File: src/rtl/lpfs_pkg.sv
// Shared constants, codes and controller/datapath interface types for the LED frame packer.
`default_nettype none

package lpfs_pkg;

  localparam int CHANNELS    = 16;
  localparam int IDX_W       = $clog2(CHANNELS);
  localparam int GRAY_GROUPS = CHANNELS / 2;
  localparam int CORR_GROUPS = CHANNELS / 4;
  localparam int GRP_W       = (GRAY_GROUPS > 1) ? $clog2(GRAY_GROUPS) : 1;
  localparam int GRAY_W      = 12;
  localparam int CORR_W      = 6;
  localparam int ACC_W       = 16;
  localparam int CNT_W       = 5;

  typedef enum logic [2:0] {
    OP_SET_GRAY     = 3'd0,
    OP_SET_ALL_GRAY = 3'd1,
    OP_READ_GRAY    = 3'd2,
    OP_UPD_GRAY     = 3'd3,
    OP_SET_CORR     = 3'd4,
    OP_SET_ALL_CORR = 3'd5,
    OP_UPD_CORR     = 3'd6,
    OP_FRAME_TICK   = 3'd7
  } op_t;

  typedef enum logic [2:0] {
    KIND_GRAY_BYTE  = 3'd0,
    KIND_CORR_BYTE  = 3'd1,
    KIND_GRAY_LATCH = 3'd2,
    KIND_CORR_LATCH = 3'd3,
    KIND_READ       = 3'd4
  } kind_t;

  typedef enum logic [1:0] {
    ST_IDLE   = 2'd0,
    ST_GRAY   = 2'd1,
    ST_CORR   = 2'd2,
    ST_CLATCH = 2'd3
  } state_t;

  localparam logic [1:0] GRAY_LAST_PHASE = 2'd2;
  localparam logic [1:0] CORR_LAST_PHASE = 2'd3;

  typedef struct packed {
    logic wr_gray;
    logic wr_all_gray;
    logic wr_corr;
    logic wr_all_corr;
    logic rd_gray;
    logic init;
    logic run_gray;
    logic run_corr;
    logic emit_glatch;
    logic emit_clatch;
    logic last;
  } cmd_t;

  typedef struct packed {
    logic [1:0] phase;
    logic       gray_last;
    logic       corr_last;
  } stat_t;

endpackage

`default_nettype wire

File: src/rtl/lpfs_ctrl.sv
// Controller state machine: decodes commands and sequences the update streams.
`default_nettype none

module lpfs_ctrl (
  input  wire logic           clk,
  input  wire logic           rst,
  input  wire logic           start,
  input  wire logic [2:0]     opcode,
  input  wire lpfs_pkg::stat_t stat,
  output lpfs_pkg::cmd_t      cmd,
  output logic                busy
);

  lpfs_pkg::state_t state, state_next;
  logic             latch_pending, latch_pending_next;

  always_ff @(posedge clk) begin
    if (rst) begin
      state         <= lpfs_pkg::ST_IDLE;
      latch_pending <= 1'b0;
    end else begin
      state         <= state_next;
      latch_pending <= latch_pending_next;
    end
  end

  always_comb begin
    state_next         = state;
    latch_pending_next = latch_pending;
    cmd                = '0;
    busy               = 1'b1;
    case (state)
      lpfs_pkg::ST_IDLE: begin
        busy = 1'b0;
        if (start) begin
          case (lpfs_pkg::op_t'(opcode))
            lpfs_pkg::OP_SET_GRAY:     cmd.wr_gray     = 1'b1;
            lpfs_pkg::OP_SET_ALL_GRAY: cmd.wr_all_gray = 1'b1;
            lpfs_pkg::OP_READ_GRAY: begin
              cmd.rd_gray = 1'b1;
              cmd.last    = 1'b1;
            end
            lpfs_pkg::OP_UPD_GRAY: begin
              cmd.init           = 1'b1;
              latch_pending_next = 1'b1;
              state_next         = lpfs_pkg::ST_GRAY;
            end
            lpfs_pkg::OP_SET_CORR:     cmd.wr_corr     = 1'b1;
            lpfs_pkg::OP_SET_ALL_CORR: cmd.wr_all_corr = 1'b1;
            lpfs_pkg::OP_UPD_CORR: begin
              cmd.init   = 1'b1;
              state_next = lpfs_pkg::ST_CORR;
            end
            lpfs_pkg::OP_FRAME_TICK: begin
              if (latch_pending) begin
                cmd.emit_glatch    = 1'b1;
                cmd.last           = 1'b1;
                latch_pending_next = 1'b0;
              end
            end
            default: ;
          endcase
        end
      end
      lpfs_pkg::ST_GRAY: begin
        cmd.run_gray = 1'b1;
        if (stat.phase == lpfs_pkg::GRAY_LAST_PHASE && stat.gray_last) begin
          cmd.last   = 1'b1;
          state_next = lpfs_pkg::ST_IDLE;
        end
      end
      lpfs_pkg::ST_CORR: begin
        cmd.run_corr = 1'b1;
        if (stat.phase == lpfs_pkg::CORR_LAST_PHASE && stat.corr_last) begin
          state_next = lpfs_pkg::ST_CLATCH;
        end
      end
      lpfs_pkg::ST_CLATCH: begin
        cmd.emit_clatch = 1'b1;
        cmd.last        = 1'b1;
        state_next      = lpfs_pkg::ST_IDLE;
      end
      default: state_next = lpfs_pkg::ST_IDLE;
    endcase
  end

endmodule

`default_nettype wire

File: src/rtl/lpfs_dp.sv
// Datapath: level registers, read port, bit accumulator packer and result register.
`default_nettype none

module lpfs_dp (
  input  wire logic            clk,
  input  wire logic            rst,
  input  wire lpfs_pkg::cmd_t  cmd,
  input  wire logic [7:0]      channel,
  input  wire logic [15:0]     value,
  output lpfs_pkg::stat_t      stat,
  output logic                 strobe,
  output logic [2:0]           kind,
  output logic [11:0]          data,
  output logic                 last
);

  logic [lpfs_pkg::GRAY_W-1:0] gray [lpfs_pkg::CHANNELS];
  logic [lpfs_pkg::CORR_W-1:0] corr [lpfs_pkg::CHANNELS];

  logic [lpfs_pkg::IDX_W-1:0]  ptr;
  logic [1:0]                  phase;
  logic [lpfs_pkg::GRP_W-1:0]  grp;
  logic [lpfs_pkg::ACC_W-1:0]  acc;
  logic [lpfs_pkg::CNT_W-1:0]  cnt;

  logic                        ch_ok;
  logic [lpfs_pkg::IDX_W-1:0]  ch_idx;
  logic [lpfs_pkg::IDX_W-1:0]  rd_idx;
  logic [lpfs_pkg::GRAY_W-1:0] gray_rd;
  logic [lpfs_pkg::CORR_W-1:0] corr_rd;
  logic                        load_gray;
  logic                        load_corr;
  logic [lpfs_pkg::CNT_W-1:0]  load_w;
  logic [lpfs_pkg::GRAY_W-1:0] lvl;
  logic [lpfs_pkg::ACC_W-1:0]  acc_sum;
  logic [lpfs_pkg::CNT_W-1:0]  cnt_sum;
  logic [lpfs_pkg::CNT_W-1:0]  shamt;
  logic                        emit_byte;
  logic [7:0]                  byte_val;
  logic                        running;
  logic                        strobe_next;
  logic                        group_done;

  assign ch_ok   = channel < 8'(lpfs_pkg::CHANNELS);
  assign ch_idx  = channel[lpfs_pkg::IDX_W-1:0];
  assign rd_idx  = cmd.rd_gray ? ch_idx : ptr;
  assign gray_rd = gray[rd_idx];
  assign corr_rd = corr[ptr];

  assign load_gray = cmd.run_gray && (phase != lpfs_pkg::GRAY_LAST_PHASE);
  assign load_corr = cmd.run_corr;

  always_comb begin
    if (load_gray) begin
      load_w = lpfs_pkg::CNT_W'(lpfs_pkg::GRAY_W);
      lvl    = gray_rd;
    end else if (load_corr) begin
      load_w = lpfs_pkg::CNT_W'(lpfs_pkg::CORR_W);
      lvl    = lpfs_pkg::GRAY_W'(corr_rd);
    end else begin
      load_w = '0;
      lvl    = '0;
    end
  end

  // The accumulator keeps the unsent bits in its low cnt positions, oldest bit highest.
  assign acc_sum   = (acc << load_w) | lpfs_pkg::ACC_W'(lvl);
  assign cnt_sum   = cnt + load_w;
  assign emit_byte = cnt_sum >= lpfs_pkg::CNT_W'(8);
  assign shamt     = cnt_sum - lpfs_pkg::CNT_W'(8);
  assign byte_val  = 8'(acc_sum >> shamt);

  assign running     = cmd.run_gray || cmd.run_corr;
  assign strobe_next = cmd.rd_gray || cmd.emit_glatch || cmd.emit_clatch ||
                       (running && emit_byte);
  assign group_done  = (cmd.run_gray && phase == lpfs_pkg::GRAY_LAST_PHASE) ||
                       (cmd.run_corr && phase == lpfs_pkg::CORR_LAST_PHASE);

  assign stat.phase     = phase;
  assign stat.gray_last = grp == lpfs_pkg::GRP_W'(lpfs_pkg::GRAY_GROUPS - 1);
  assign stat.corr_last = grp == lpfs_pkg::GRP_W'(lpfs_pkg::CORR_GROUPS - 1);

  always_ff @(posedge clk) begin
    if (rst) begin
      for (int i = 0; i < lpfs_pkg::CHANNELS; i++) begin
        gray[i] <= '0;
        corr[i] <= '1;
      end
    end else begin
      if (cmd.wr_gray && ch_ok) begin
        gray[ch_idx] <= value[lpfs_pkg::GRAY_W-1:0];
      end
      if (cmd.wr_corr && ch_ok) begin
        corr[ch_idx] <= value[lpfs_pkg::CORR_W-1:0];
      end
      for (int i = 0; i < lpfs_pkg::CHANNELS; i++) begin
        if (cmd.wr_all_gray) begin
          gray[i] <= value[lpfs_pkg::GRAY_W-1:0];
        end
        if (cmd.wr_all_corr) begin
          corr[i] <= value[lpfs_pkg::CORR_W-1:0];
        end
      end
    end
  end

  always_ff @(posedge clk) begin
    if (rst) begin
      ptr    <= '0;
      phase  <= '0;
      grp    <= '0;
      cnt    <= '0;
      strobe <= 1'b0;
    end else begin
      strobe <= strobe_next;
      if (cmd.init) begin
        ptr   <= lpfs_pkg::IDX_W'(lpfs_pkg::CHANNELS - 1);
        phase <= '0;
        grp   <= '0;
        cnt   <= '0;
      end else if (running) begin
        cnt <= emit_byte ? shamt : cnt_sum;
        if (load_gray || load_corr) begin
          ptr <= ptr - 1'b1;
        end
        if (group_done) begin
          phase <= '0;
          grp   <= grp + 1'b1;
        end else begin
          phase <= phase + 1'b1;
        end
      end
    end
  end

  always_ff @(posedge clk) begin
    if (running) begin
      acc <= acc_sum;
    end
    last <= cmd.last;
    if (cmd.rd_gray) begin
      kind <= lpfs_pkg::KIND_READ;
      data <= ch_ok ? gray_rd : '0;
    end else if (cmd.emit_glatch) begin
      kind <= lpfs_pkg::KIND_GRAY_LATCH;
      data <= '0;
    end else if (cmd.emit_clatch) begin
      kind <= lpfs_pkg::KIND_CORR_LATCH;
      data <= '0;
    end else if (cmd.run_corr) begin
      kind <= lpfs_pkg::KIND_CORR_BYTE;
      data <= 12'(byte_val);
    end else begin
      kind <= lpfs_pkg::KIND_GRAY_BYTE;
      data <= 12'(byte_val);
    end
  end

endmodule

`default_nettype wire

File: src/rtl/led_pwm_frame_serializer_core.sv
// Top level of the LED grayscale and correction frame packer.
//
//   Channel   Signals                          Direction  Handshake
//   command   opcode, channel, value           in         start high, busy low
//   result    kind, data, last                 out        strobe, one cycle each
//
// Level writes, reads and frame ticks leave busy low; the next command is taken
// in the following cycle. A result is registered and appears in the cycle
// after its command. A grayscale update keeps busy high while it sends one
// byte per cycle. A correction update keeps busy high while the packer reads
// one 6-bit level per cycle, and its final busy cycle sends the latch pulse.
// Reset sets grayscale levels to 0, correction levels to 63 and clears the
// pending latch. Results cannot be held off by the receiver.
`default_nettype none

module led_pwm_frame_serializer_core (
  input  wire logic        clk,
  input  wire logic        rst,
  input  wire logic        start,
  output logic             busy,
  input  wire logic [2:0]  opcode,
  input  wire logic [7:0]  channel,
  input  wire logic [15:0] value,
  output logic             strobe,
  output logic [2:0]       kind,
  output logic [11:0]      data,
  output logic             last
);

  lpfs_pkg::cmd_t  cmd;
  lpfs_pkg::stat_t stat;

  lpfs_ctrl u_ctrl (
    .clk    (clk),
    .rst    (rst),
    .start  (start),
    .opcode (opcode),
    .stat   (stat),
    .cmd    (cmd),
    .busy   (busy)
  );

  lpfs_dp u_dp (
    .clk     (clk),
    .rst     (rst),
    .cmd     (cmd),
    .channel (channel),
    .value   (value),
    .stat    (stat),
    .strobe  (strobe),
    .kind    (kind),
    .data    (data),
    .last    (last)
  );

  a_single_beats_last: assert property (@(posedge clk) disable iff (rst)
    strobe && (kind == lpfs_pkg::KIND_READ || kind == lpfs_pkg::KIND_GRAY_LATCH ||
               kind == lpfs_pkg::KIND_CORR_LATCH) |-> last)
    else $error("read or latch beat without last");

  a_latch_data_zero: assert property (@(posedge clk) disable iff (rst)
    strobe && (kind == lpfs_pkg::KIND_GRAY_LATCH || kind == lpfs_pkg::KIND_CORR_LATCH)
      |-> data == 12'd0)
    else $error("latch pulse with nonzero data");

  a_byte_range: assert property (@(posedge clk) disable iff (rst)
    strobe && (kind == lpfs_pkg::KIND_GRAY_BYTE || kind == lpfs_pkg::KIND_CORR_BYTE)
      |-> data[11:8] == 4'd0)
    else $error("serial byte wider than eight bits");

  a_update_goes_busy: assert property (@(posedge clk) disable iff (rst)
    start && !busy && (opcode == lpfs_pkg::OP_UPD_GRAY || opcode == lpfs_pkg::OP_UPD_CORR)
      |=> busy)
    else $error("update did not start streaming");

endmodule

`default_nettype wire
File: config.mk
export PLATFORM = sky130hd
export DESIGN_NAME = led_pwm_frame_serializer_core
export DESIGN_NICKNAME = d
export VERILOG_FILES = /design/src/rtl/lpfs_pkg.sv /design/src/rtl/lpfs_ctrl.sv /design/src/rtl/lpfs_dp.sv /design/src/rtl/led_pwm_frame_serializer_core.sv
export SDC_FILE = /design/constraint.sdc
export NUM_CORES = 1
export LEC_CHECK = 0
export ABC_AREA = 1
export BUFFER_PORTS_ARGS = -buffer_cell sky130_fd_sc_hd__buf_2
export CAP_MARGIN = 30
export CORE_MARGIN = 2
export CORE_UTILIZATION = 60
export DETAILED_ROUTE_END_ITERATION = 6
export GPL_TIMING_DRIVEN = 0
export MAX_ROUTING_LAYER = met4
export PLACE_DENSITY_LB_ADDON = 0.15
export SYNTH_ARGS = -nofsm -noshare
export SYNTH_HDL_FRONTEND = slang
export SYNTH_SLANG_ARGS = --single-unit
File: constraint.sdc
create_clock -name clk -period 9.17 [get_ports clk]
set_clock_uncertainty 0.15 [all_clocks]
set_input_delay 0.4585 -clock clk [delete_from_list [all_inputs] [get_ports clk]]
set_output_delay 0.4585 -clock clk [all_outputs]
set_load 0.1 [all_outputs]
Word-level counts from Yosys, hierarchy flattened
Memories as Yosys holds them, arrays and structs flattened. A register that Yosys moved wholly into a read port is not among the register bits. Index checks and enable logic that the tools add are counted.

Muxes and demuxes: 97. Reductions and logical operators: 28. Add/sub/neg operators: 5. Bitwise operators: 33. Shift-type cells: 2. $lt $le $gt $ge: 2. Equal/unequal tests: 19.

Operators with widths (number): two-way mux 12 bit (21); two-way mux 6 bit (20); two-way mux 1 bit (33); two-way mux 4 bit (8); OR 1 bit (32); OR 16 x 12 -> 16 bit (1); << shifter 16 x 5 -> 16 bit (1); >> shifter 16 x 5 -> 8 bit (1); == test 3 bit, second input constant (5); OR reduction 12 bit (1); two-way mux 5 bit (2); == test 3 x 2 -> 1 bit, second input constant (3); two-way mux 3 bit (3); == test 2 bit, second input constant (4); logical AND 1 bit (8); less-than comparator 8 x 5 -> 1 bit, second input constant (1); two-way mux 2 bit (4); two-way mux 8 bit (1); case mux 2 bit (4 select lines) (1); logical OR 1 bit (6); nonzero test 2 bit (3); OR reduction 2 bit (3); OR reduction 6 bit (1); adder 5 bit (1); 18 further kinds (22).

Bits in writable memories: 288. Memories: 2. Bits of input ports: 30. Bits in registers: 50.

Memories: u_dp.gray (words 16, width 12, read ports 1, clocked after Yosys merged registers in 0, wr ports 16, RTL line lpfs_dp.sv:17) `logic [lpfs_pkg::GRAY_W-1:0] gray [lpfs_pkg::CHANNELS];`; u_dp.corr (words 16, width 6, read ports 1, clocked after Yosys merged registers in 1, wr ports 16, RTL line lpfs_dp.sv:18) `logic [lpfs_pkg::CORR_W-1:0] corr [lpfs_pkg::CHANNELS];`.

Depth between registers and ports, before layout
An unclocked memory read counts as a cell.

Depth in word-level cells: 13. Mapped depth: 22.

By module
Synthesis repeated with hierarchy kept, for this count alone.

Cell total of the unflattened synthesis: 2031. Area, all modules: 17191.5 um2.

By module, submodules not included: lpfs_dp (instances 1, sequential area each 9809.4 um2, area each 16881.2 um2, cells an instance 1975); lpfs_ctrl (instances 1, sequential area each 60.1 um2, area each 310.3 um2, cells an instance 56).

Least setup slack after synthesis
OpenSTA, ideal clock, no wires.

Kind: register to register. From: register u_ctrl.state[1]. To: register u_dp.data[7]. Library setup time: 0.116 ns. Required time: 8.904 ns. Buffers on the path: 2. Arrival: 2.858 ns. Path slack: 6.045 ns. Stages on the path, launching flop included: 15. Cells stage by stage: dfxtp_1 inv_1 ha_1 inv_1 nor2_2 clkbuf_1 buf_2 ha_1 xor2_1 inv_2 ha_1 nand2_1 a21oi_1 o21ai_1 nand2_1.

Cells in the longest elaborated chain, start to end: 10. Elaborated cells between the ends (all ways): 25. Classes of those cells: 2 x add/sub; 3 x eq/ne; 2 x shift; 14 x mux; 1 x bitwise; 2 x reduce/logical; 1 x memory.

Ends and longest elaborated chain: from (decl) (RTL line lpfs_ctrl.sv:14) `lpfs_pkg::state_t state, state_next;`; from (signal assigned) (RTL line lpfs_ctrl.sv:19) `state <= lpfs_pkg::ST_IDLE;`; from (signal assigned) (RTL line lpfs_ctrl.sv:22) `state <= state_next;`; == test 2 bit, or another cell as far along (RTL line lpfs_ctrl.sv:32) `case (state)`; two-way mux 1 bit / two-way mux 6 bit (equally long branches) (RTL line lpfs_ctrl.sv:32); two-way mux 3 bit, or another cell as far along (RTL line lpfs_dp.sv:57) `end else if (load_corr) begin`; two-way mux 5 bit / memory (16 x 12 bit) (equally long branches); adder 5 bit, or another cell as far along (RTL line lpfs_dp.sv:68) `assign cnt_sum = cnt + load_w;`; subtractor 5 x 4 -> 5 bit / OR 16 x 12 -> 16 bit (equally long branches) (RTL line lpfs_dp.sv:70, lpfs_dp.sv:67); >> shifter 16 x 5 -> 8 bit (RTL line lpfs_dp.sv:71) `assign byte_val = 8'(acc_sum >> shamt);`; two-way mux 8 bit (RTL line lpfs_dp.sv:147) `end else if (cmd.emit_clatch) begin`; two-way mux 12 bit (RTL line lpfs_dp.sv:144) `end else if (cmd.emit_glatch) begin`; two-way mux 12 bit * (RTL line lpfs_dp.sv:141) `if (cmd.rd_gray) begin`; to (signal assigned) (RTL line lpfs_dp.sv:143) `data <= ch_ok ? gray_rd : '0;`; to (signal assigned) (RTL line lpfs_dp.sv:152) `data <= 12'(byte_val);`; to (signal assigned) (RTL line lpfs_dp.sv:155) `data <= 12'(byte_val);`; to (decl) (RTL line lpfs_dp.sv:13) `output logic [11:0] data,`.

Every way passes the cells marked *; elsewhere a longest branch is shown, timed or not. A chain may end at the register's enable or synchronous reset.

Worst setup path in the final report
From: register u_ctrl.state[1]. To: register u_dp.data[5].

Same word-level chain as after synthesis.

==> flow_metrics.env <==
export IMPL_post_cts_repair_setup_buffers=0
export IMPL_grt_first_pass_wirelength_um=69700
export IMPL_synth_net_count=1767
export IMPL_cts_inserted_buffers=36
export IMPL_floorplan_die_area_um2=28200
export IMPL_route_antenna_remaining_nets=0
export IMPL_cts_root_buf="clkbuf_16"
export IMPL_detail_route_vias_per_cell=5.96
export IMPL_ioPinCount=48
export IMPL_layout_common_cells="nand2_1, edfxtp_1, nand3_1"
export IMPL_worstMarginPinSlew_ns=1.03
export IMPL_share_of_the_yosys_chip_area_belonging_to_registers=0.613
export IMPL_grt_start_max_net_pins=24
export IMPL_finalSetupViolations=0
export IMPL_post_synth_cell_area_avg_um2=9.37
export IMPL_die_y_um=168
export IMPL_floorplan_rows=59
export IMPL_ys_seq_elements=341
export IMPL_dp_hpwl_um=31700
export IMPL_design_area_um2=18000
export IMPL_detail_route_wl_per_cell_um=20.9
export IMPL_number_of_antenna_violations_at_the_first_check_in_global_routing=0
export IMPL_initial_utilization=0.615
export IMPL_critPathCaptureType="register"
export IMPL_setup_repair_after_global_routing_missed_its_margin="no"
export IMPL_clock_sinks=341
export IMPL_synthesized_cell_area_um2=16100
export IMPL_quantity_of_i_o_buffers_inserted_on_ports=43
export IMPL_postSynthCellCount=1720
export IMPL_dieWidth_um=168
export IMPL_timing_hold_worst_class="input port to register"
export IMPL_fin_nets=1857
export IMPL_worst_hold_slack_ns=0.0991
export IMPL_setup_tns_final_ns=0
export IMPL_place_congestion=0.945
export IMPL_vias=12900
export IMPL_synthDistinctLibCells=38
export IMPL_grt_pass1_vias=12500
export IMPL_initialDrtViolationCount=1552
export IMPL_max_slew_margin_rel=0.310
export IMPL_grt_ovfl_total=0
export IMPL_place_detailed_instances=2107
export IMPL_syn_to_final_growth_pct=11.7
export IMPL_clk_path_buf_depth=3
export IMPL_cts_tree="done"
export IMPL_n_antenna_cell=0
export IMPL_globalRouteTotalUtil=0.338
export IMPL_drt_pre_antenna_iters=6
export IMPL_final_period_minus_worst_setup_slack_ns=4.15
export IMPL_timing_fmax_mhz=241
export IMPL_post_cts_resized=0
export IMPL_path_class="register to register"
export IMPL_final_critical_path_share_of_the_clock_period=0.453
export IMPL_cellPowerDensity_nw_per_um2=297
export IMPL_worst_skew_pair_late_latency_ns=0.54
export IMPL_dp_slack_ns=5.17
export IMPL_post_layout_nonfiller_instances=2170
export IMPL_placed_cell_area_um2=16800
export IMPL_placeableCoreArea_um2=26200
export IMPL_irDropWorstVdd_mv=0.180
export IMPL_number_of_warnings_issued_by_yosys=0
export IMPL_cap_viol_max_count=0
export IMPL_synth_edff_count=304
export IMPL_async_flop_share=0
export IMPL_hold_buffers=0
export IMPL_cp_max_fo=10
export IMPL_final_report_hold_violation_count=0
export IMPL_ys_flop_type="edfxtp_1"
export IMPL_clkSlewWorstSetupHoldPaths_ns=0.06
export IMPL_critPathLaunchType="register"
export IMPL_drv_slew=0
export IMPL_outcome="completed"
export IMPL_cp_data_required_time_ns=9.47
export IMPL_p_leak_nw=7.25
export IMPL_layout_drive_gt1_share=0.0970
export IMPL_mostFrequentLayoutCell="nand2_1"
export IMPL_layout_setup_ws_ns=5.02
export IMPL_drt_total_wl_um=45400
export IMPL_htreeDepth=2
export IMPL_arrival_ns=4.46
export IMPL_drt_drc_violations_left=0
-- final cells by class --
type,instances,area [um2]
clock inverter,21,214
sequential,341,9870
fill,2037,8220
clock buffer,42,933
timing repair buffer,52,289
inverter,170,638
buffer,97,505
multi-input combinational,1112,5120
tap,335,419
-- metrics by stage --
stage / power, mW / utilization
2_1_floorplan: 3.28 / -
3_3_place_gp: 3.83 / 0.639
3_5_place_dp: 3.87 / 0.643
4_1_cts: 5.29 / 0.686
5_1_grt: 5.57 / 0.686
6_report: 5.34 / 0.686
-- cell usage after synthesis, types with 4 or more instances --
master    instances  share of area
buf_6            13         0.0091
buf_2            23         0.0071
nand2_1         441           0.10
nand2_4           4         0.0028
inv_1           166          0.039
o221ai_1         14         0.0076
o211ai_1          7         0.0033
nor2_1          225          0.052
dfxtp_1          37          0.046
o21ai_0          81          0.025
ha_1             16          0.012
o22ai_1          10         0.0039
clkbuf_1         57          0.013
a21oi_1          30         0.0093
nand3_1         241          0.075
nand2_2           4         0.0016
buf_4             4         0.0019
nand3_2           4         0.0025
edfxtp_1        304           0.57
or2_2             7         0.0027
-- worst max-delay path, stage by stage (launching register included) --
cell and delay, ns:
dfxtp_1 0.33, inv_1 0.10, ha_1 0.19, inv_1 0.07, nor2_2 0.20, clkbuf_1 0.40
buf_2 0.35, ha_1 0.32, xor2_1 0.67, inv_2 0.26, ha_1 0.36, nand2_1 0.20
a21oi_1 0.27, nand2_1 0.10, nand2_1 0.10
-- metal layers --
metal / share of wire / track usage
met5: 0 / -
met3: 0.10 / 0.0498
met2: 0.48 / 0.554
met1: 0.37 / 0.422
met4: 0.046 / 0.147
-- worst paths after layout --
check | startpoint | end | slack [ns] | depth (start not counted)
setup / recovery | u_ctrl.state[1] | u_dp.data[5] | 5.02 | 14
hold reg to reg | u_dp.grp[1] | u_dp.grp[1] | 0.32 | 2
hold / removal | value[11] | u_dp.gray[1][11] | 0.1 | 3
setup reg to reg | u_ctrl.state[1] | u_dp.data[5] | 5.02 | 14
-- where the power goes --
part	switching, mW	leakage, nW	internal [mW]
sequential	0.0575	3.17	1.88
clock	0.595	0.563	0.842
combinational	1.44	3.52	0.524
-- flip-flops by register name, summed over array words and instances (netlist names), named ones only --
| signal | cells |
|---|---|
| u_dp.data | 12 |
| u_dp.phase | 2 |
| u_dp.acc | 16 |
| u_dp.gray | 192 |
| u_dp.strobe | 1 |
| u_dp.last | 1 |
| u_dp.cnt | 4 |
| u_dp.ptr | 4 |
| u_ctrl.state | 2 |
| u_dp.grp | 3 |
| u_ctrl.latch_pending | 1 |
| u_dp.kind | 3 |
| u_dp.corr | 96 |
-- kinds of logic after synthesis --
logic type	share of synthesized area
flops	0.613
compound gates	0.0569
buf+inv	0.0710
xor+xnor	0.00217
simple gates	0.244
fa+ha+maj	0.0137
Note: power is estimated with default switching activity, not from simulation.
